$ cat src/rtl/nalsc_pkg.sv
// ----------------------------------------------------------------------------
// nalsc_pkg
// Types and constants for the Annex B start code splitter.
// ----------------------------------------------------------------------------
package nalsc_pkg;

    // start code is three zero bytes then this byte
    localparam logic [23:0] START_PREFIX = 24'h000000;
    localparam logic [7:0]  START_LAST   = 8'h01;
    localparam logic [4:0]  TYPE_MASK    = 5'h1f;

    localparam int          SIZE_FIELD_W   = 20;
    localparam logic [19:0] SIZE_FIELD_MAX = 20'hfffff;

    localparam int MAX_RESULTS = 5;

    // result kind codes
    localparam logic KIND_PAYLOAD = 1'b0;
    localparam logic KIND_END     = 1'b1;

    typedef struct packed {
        logic [7:0] stream_byte;
        logic       buffer_end;
    } in_t;

    typedef struct packed {
        logic                    kind;
        logic [7:0]              payload_byte;
        logic                    first_of_unit;
        logic [4:0]              unit_type;
        logic [SIZE_FIELD_W-1:0] unit_size;
        logic                    run_end;
    } out_t;

endpackage

$ cat src/rtl/nal_unit_start_code_splitter.sv
// ----------------------------------------------------------------------------
// nal_unit_start_code_splitter
// Splits a byte stream at 00 00 00 01 start codes into payload bytes and
// end-of-unit markers, holding three bytes back in a sliding window.
// ----------------------------------------------------------------------------
// data path: the accepted byte is registered, then its results load the result buffer
// throughput: one byte per cycle while each byte gives at most one result and
//   m_ready stays high; a byte giving up to 5 results holds the buffer until all are taken
// reset: synchronous active-low aresetn clears the window, unit state and
//   both valid flags; held results are dropped
module nal_unit_start_code_splitter
    import nalsc_pkg::*;
#(
    parameter int SIZE_BITS = 20
) (
    input  logic aclk,
    input  logic aresetn,
    input  logic s_valid,
    output logic s_ready,
    input  in_t  s_data,
    output logic m_valid,
    input  logic m_ready,
    output out_t m_data
);

    localparam int EW = (SIZE_BITS > SIZE_FIELD_W) ? SIZE_BITS : SIZE_FIELD_W;
    localparam logic [SIZE_BITS-1:0] SIZE_LIMIT = '1;

    // input register
    logic in_vld_reg;
    in_t  in_reg;

    // unit state
    logic [23:0]          held_reg,    held_next;
    logic [1:0]           hcnt_reg,    hcnt_next;
    logic                 inside_reg,  inside_next;
    logic                 fpend_reg,   fpend_next;
    logic [4:0]           ctype_reg,   ctype_next;
    logic [SIZE_BITS-1:0] total_reg,   total_next;

    // result buffer
    out_t res_reg [MAX_RESULTS];
    out_t res_next [MAX_RESULTS];
    logic [2:0] rd_idx_reg;
    logic [2:0] cnt_reg;
    logic [2:0] cnt_next;

    logic out_free;
    logic load;

    assign out_free = (cnt_reg == 3'd0) || (cnt_reg == 3'd1 && m_ready);
    assign load     = in_vld_reg && out_free;
    assign s_ready  = !in_vld_reg || out_free;
    assign m_valid  = (cnt_reg != 3'd0);
    assign m_data   = res_reg[rd_idx_reg];

    always_comb begin
        logic                 match;
        logic                 shift_emit;
        logic                 flush;
        logic [23:0]          win;
        logic [1:0]           wcnt;
        logic [23:0]          win_al;
        logic [31:0]          seq;
        logic [2:0]           n;
        logic                 end_mk;
        logic [SIZE_BITS:0]   sum;
        logic [SIZE_BITS-1:0] tot_after;
        logic [EW-1:0]        tot_ext;
        logic [19:0]          rep_size;
        logic [4:0]           type_after;
        logic [4:0]           first_type;

        match      = (hcnt_reg == 2'd3) && (held_reg == START_PREFIX)
                     && (in_reg.stream_byte == START_LAST);
        shift_emit = !match && (hcnt_reg == 2'd3) && inside_reg;
        flush      = in_reg.buffer_end;

        win  = {held_reg[15:0], in_reg.stream_byte};
        wcnt = (hcnt_reg == 2'd3) ? 2'd3 : hcnt_reg + 2'd1;

        // move the oldest held byte to the top of the window
        case (wcnt)
            2'd1:    win_al = {win[7:0], 16'h0000};
            2'd2:    win_al = {win[15:0], 8'h00};
            2'd3:    win_al = win;
            default: win_al = 24'h000000;
        endcase
        seq = shift_emit ? {held_reg[23:16], win_al} : {win_al, 8'h00};

        n = 3'd0;
        if (!match && inside_reg) begin
            n = {2'b00, shift_emit} + (flush ? {1'b0, wcnt} : 3'd0);
        end

        sum       = {1'b0, total_reg} + (SIZE_BITS+1)'(n);
        tot_after = sum[SIZE_BITS] ? SIZE_LIMIT : sum[SIZE_BITS-1:0];
        tot_ext   = EW'(tot_after);
        rep_size  = (tot_ext > EW'(SIZE_FIELD_MAX)) ? SIZE_FIELD_MAX : tot_ext[19:0];

        first_type = seq[28:24] & TYPE_MASK;
        type_after = (fpend_reg && n != 3'd0) ? first_type : ctype_reg;

        end_mk = inside_reg && (tot_after != '0) && (match || flush);

        for (int k = 0; k < MAX_RESULTS; k++) begin
            res_next[k].kind          = (3'(k) < n) ? KIND_PAYLOAD : KIND_END;
            res_next[k].payload_byte  = 8'h00;
            res_next[k].first_of_unit = 1'b0;
            res_next[k].unit_type     = type_after;
            res_next[k].unit_size     = rep_size;
            res_next[k].run_end       = (3'(k) + 3'd1 == n + {2'b00, end_mk});
            if (3'(k) < n) begin
                res_next[k].payload_byte  = seq[31 - 8*(k%4) -: 8];
                res_next[k].first_of_unit = (k == 0) && fpend_reg;
                res_next[k].unit_size     = '0;
            end
        end

        cnt_next = n + {2'b00, end_mk};

        if (match) begin
            held_next   = 24'h000000;
            hcnt_next   = 2'd0;
            inside_next = 1'b1;
            fpend_next  = 1'b1;
            ctype_next  = ctype_reg;
            total_next  = '0;
        end else begin
            held_next   = win;
            hcnt_next   = wcnt;
            inside_next = inside_reg;
            fpend_next  = fpend_reg && (n == 3'd0);
            ctype_next  = type_after;
            total_next  = tot_after;
        end

        // end of buffer returns the window and unit state to reset
        if (flush) begin
            held_next   = 24'h000000;
            hcnt_next   = 2'd0;
            inside_next = 1'b0;
            fpend_next  = 1'b0;
            ctype_next  = 5'd0;
            total_next  = '0;
        end
    end

    always_ff @(posedge aclk) begin
        if (!aresetn) begin
            in_vld_reg <= 1'b0;
            held_reg   <= 24'h000000;
            hcnt_reg   <= 2'd0;
            inside_reg <= 1'b0;
            fpend_reg  <= 1'b0;
            ctype_reg  <= 5'd0;
            total_reg  <= '0;
            rd_idx_reg <= 3'd0;
            cnt_reg    <= 3'd0;
        end else begin
            if (s_valid && s_ready) begin
                in_vld_reg <= 1'b1;
            end else if (load) begin
                in_vld_reg <= 1'b0;
            end
            if (load) begin
                held_reg   <= held_next;
                hcnt_reg   <= hcnt_next;
                inside_reg <= inside_next;
                fpend_reg  <= fpend_next;
                ctype_reg  <= ctype_next;
                total_reg  <= total_next;
                rd_idx_reg <= 3'd0;
                cnt_reg    <= cnt_next;
            end else if (m_valid && m_ready) begin
                rd_idx_reg <= rd_idx_reg + 3'd1;
                cnt_reg    <= cnt_reg - 3'd1;
            end
        end
    end

    always_ff @(posedge aclk) begin
        if (s_valid && s_ready) begin
            in_reg <= s_data;
        end
        if (load) begin
            for (int k = 0; k < MAX_RESULTS; k++) begin
                res_reg[k] <= res_next[k];
            end
        end
    end

endmodule

$ cat config.mk
export PLATFORM = sky130hd
export DESIGN_NAME = nal_unit_start_code_splitter
export DESIGN_NICKNAME = d
export VERILOG_FILES = /design/src/rtl/nalsc_pkg.sv /design/src/rtl/nal_unit_start_code_splitter.sv
export SDC_FILE = /design/constraint.sdc
export NUM_CORES = 1
export LEC_CHECK = 0
export BUFFER_PORTS_ARGS = -buffer_cell sky130_fd_sc_hd__buf_2
export CORE_UTILIZATION = 45
export CTS_CLUSTER_DIAMETER = 120
export DETAILED_ROUTE_END_ITERATION = 12
export GPL_TIMING_DRIVEN = 0
export PLACE_DENSITY = 0.66
export SYNTH_ARGS = -nofsm -noshare
export SYNTH_HDL_FRONTEND = slang
export SYNTH_SLANG_ARGS = --single-unit
$ cat constraint.sdc
create_clock -name aclk -period 8.8 [get_ports aclk]
set_input_delay 2.64 -clock aclk [delete_from_list [all_inputs] [get_ports aclk]]
set_output_delay 2.64 -clock aclk [all_outputs]
set_load 0.01 [all_outputs]
==> flow_summary.json <==
{
  "die_h_um": 155,
  "core_sq_um": 22800,
  "final_max_slew_viol_count": 0,
  "required_ns": 9.19,
  "grt_pass1_vias": 7072,
  "grt_max_degree": 89,
  "setup_viol": 0,
  "grt_overflow": 0,
  "worst_slack_ns": 0.980,
  "clock.fmax_mhz": 128,
  "cpLargestDelayFamily": "simple AND/OR/NAND/NOR gates",
  "cts_resized": 0,
  "final_layout_size_suffix_gt1_share_pct": 17.6,
  "post-place-ws_ns": 1.07,
  "whs_endpoint": "total_reg[10]",
  "path_common_cell": "ha_1",
  "wl_met1_um": 11200,
  "initial_core_util_pct": 46.1,
  "reg2regPathDepth": 25,
  "min_from": "total_reg[10]",
  "die_x_um": 155,
  "dr_wl_met2_um": 10900,
  "grt_antenna_before_repair": 0,
  "status": "finished, final reports clean",
  "finalHoldWorstSlack_ns": 0.472,
  "largest_register_ffs": 156,
  "clk-insertion-delay-late_ns": 0.53,
  "cts.sinks": 228,
  "hold_viol": 0,
  "routed_via_density": 5.53,
  "drc": 0,
  "worst_pin_slew_ns": 1.03,
  "post-synth-top-area-cell": "edfxtp_1",
  "io_pins": 51,
  "routed-wl-met3_um": 1580,
  "die-area_sq_um": 24000,
  "r2r-end": "cnt_reg[2]",
  "cts_root_buf": "clkbuf_16",
  "synth_area_leaders": "edfxtp_1 (47%), dfxtp_1 (12%), mux4_2 (6.4%), nor2_1 (4.1%), mux2_2 (3.4%)",
  "powerDensity_nw_per_um2": 246,
  "fin_crit_sh_pct": 88.9,
  "min_period_ns": 7.82,
  "drt_iter0_markers": 519,
  "gp_congestion": 0.899,
  "crit_fanout": 11,
  "crit_arrival_ns": 8.21,
  "ant_nets": 0,
  "worst-path-buf-inv": 3,
  "fin_nets": 979,
  "antenna_cells": 0,
  "cp.depth": 25,
  "drtPass1Iterations": 5,
  "synth-seq-cells": 228,
  "postSynth.asyncResetShare_pct": 0,
  "synth_edf_count": 165,
  "cts_buffers": 24,
  "ys.flop_type": "edfxtp_1",
  "seq_area_frac_synth_pct": 59.2,
  "clockBufferDepth": 3,
  "final_cells": 1286,
  "worstHoldPathCells": 2,
  "top_layer_used": "met4",
  "worstHoldPathType": "reg -> reg",
  "io_buffer_count": 50,
  "postCtsSetupBuffers": 0,
  "grtUsageTotal_pct": 21.0,
  "syn_inst": 878,
  "crit_path_end_kind": "flip-flop",
  "leakage_nw": 4.43,
  "synthTopCellsByCount": "edfxtp_1 (165), nor2_1 (116), nand2_1 (88)",
  "syn_avg_cell_area_sq_um": 12.0,
  "area_delta_synth_final_pct": 13.4,
  "synth_most_common_cell": "edfxtp_1",
  "regToRegSetupSlack_ns": 0.98,
  "clk_pin_slew_worst_paths_ns": 0.06,
  "dp_cells": 1242,
  "grt_pass1_wl_um": 38900,
  "crit_slowest_cell": "clkbuf_1",
  "synth_fp_nets": 902,
  "ctsHoldBuffers": 0,
  "cp-start-kind": "flip-flop",
  "synth_top_area_share_pct": 47.2,
  "wl_per_cell_um": 18.8,
  "slew_headroom_pct": 31.5,
  "rsz0062_at_grt": "no",
  "hpwl_um": 16800,
  "drt_wl_total_um": 24200,
  "cts_tree": "done",
  "clock-skew-final_ns": 0.0372,
  "r2r-start": "in_reg[4]",
  "max_stage_delay_ns": 0.65,
  "htreeDepth": 1,
  "max_cap_violations": 0,
  "crit_type": "reg -> reg",
  "synth.cell_area_sq_um": 10500,
  "vdd_drop_max_v": 0.000109,
  "ys_types": 60,
  "rows": 55,
  "yosysWarnings": 0,
  "vias": 7118
}
layer usage:
| metal | track usage [%] | up-vias |
|---|---|---|
| li1 | - | 3384 |
| met1 | 30.8 | 3467 |
| met2 | 32.4 | 225 |
| met3 | 2.66 | 42 |
| met4 | 6.69 | 0 |
| met5 | 0 | - |
worst min-delay path, delay by kind of cell, from the launching register on:
family,cells,cell delay (ns)
flops,1,0.32
simple gates,1,0.05
compound gates,1,0.05
layout make-up:
cell class | instances | area (sq um)
clock buffers | 35 | 652
multi-input cells | 564 | 3960
plain buffers | 52 | 201
repair buffers | 51 | 278
clock inverters | 9 | 85.1
well taps | 313 | 392
flip-flops and latches | 228 | 6220
inverters | 34 | 133
fillers | 1997 | 10900
placed cells by master, fill, tap and decap left out, types with 4 or more instances in the layout:
master     Yosys  layout
a21oi_1       22      22
a22o_1        22      22
a22oi_1        9       9
and2_1        11      11
and3_1        22      22
and4_1         5       5
buf_1          8       8
buf_2          5      55
clkbuf_1      39      49
clkbuf_16      0      24
clkinv_1       5       9
dfxtp_1       63      63
edfxtp_1     165     165
ha_1          10      10
inv_1         28      27
mux2_2        32      32
mux2i_1       23      23
mux4_2        30      30
nand2_1       88      88
nand2b_1       6       6
nand3_1       14      14
nand4_1        5       5
nor2_1       116     116
nor3_1        19      19
nor4_2         5       5
o21ai_0       46      46
o21ai_1        6       6
o22ai_1       10      10
xnor2_1       11      11
xor2_1         4       4
cells by family (layout without fill, tap and decap cells):
family          after synthesis  after routing  share of synthesized area [%]
compound gates              136            136                           8.29
xor+xnor                     15             15                           1.25
fa+ha+maj                    13             13                           1.60
buf+inv                      86            181                           3.13
flops                       228            228                           59.2
mux                          86             86                           12.2
simple gates                314            314                           14.3
where the power goes:
| group | internal [mW] | total [mW] | leakage, nW | switching, mW |
|---|---|---|---|---|
| clock network | 0.545 | 0.950 | 0.346 | 0.404 |
| logic | 0.247 | 0.580 | 2.01 | 0.332 |
| registers | 1.35 | 1.41 | 2.07 | 0.0585 |
| total | 2.14 | 2.94 | 4.43 | 0.795 |
through the flow:
stage / TNS, ns / power (mW) / area [sq um] / util [%]
after detailed placement: 0 / 2.02 / 11200 / 49.1
after global routing: 0 / 3.06 / 11900 / 52.3
after CTS: 0 / 2.97 / 11900 / 52.3
after floorplan: 0 / 1.85 / 10500 / -
after global placement: -0.0323 / 2.03 / 11100 / 48.9
final: 0 / 2.94 / 11900 / 52.3
worst max path at each step:
stage | start | end | slack, ns
finish | in_reg[4] | cnt_reg[2] | 0.98
global route | in_reg[5] | cnt_reg[2] | 0.27
CTS | in_reg[4] | cnt_reg[2] | 1.04
detailed placement | in_reg[4] | cnt_reg[2] | 1.07
global placement | m_ready | ctype_reg[4] | -0.008
floorplan | m_ready | ctype_reg[0] | 1.79
Note: power is estimated with default switching activity, not from simulation.
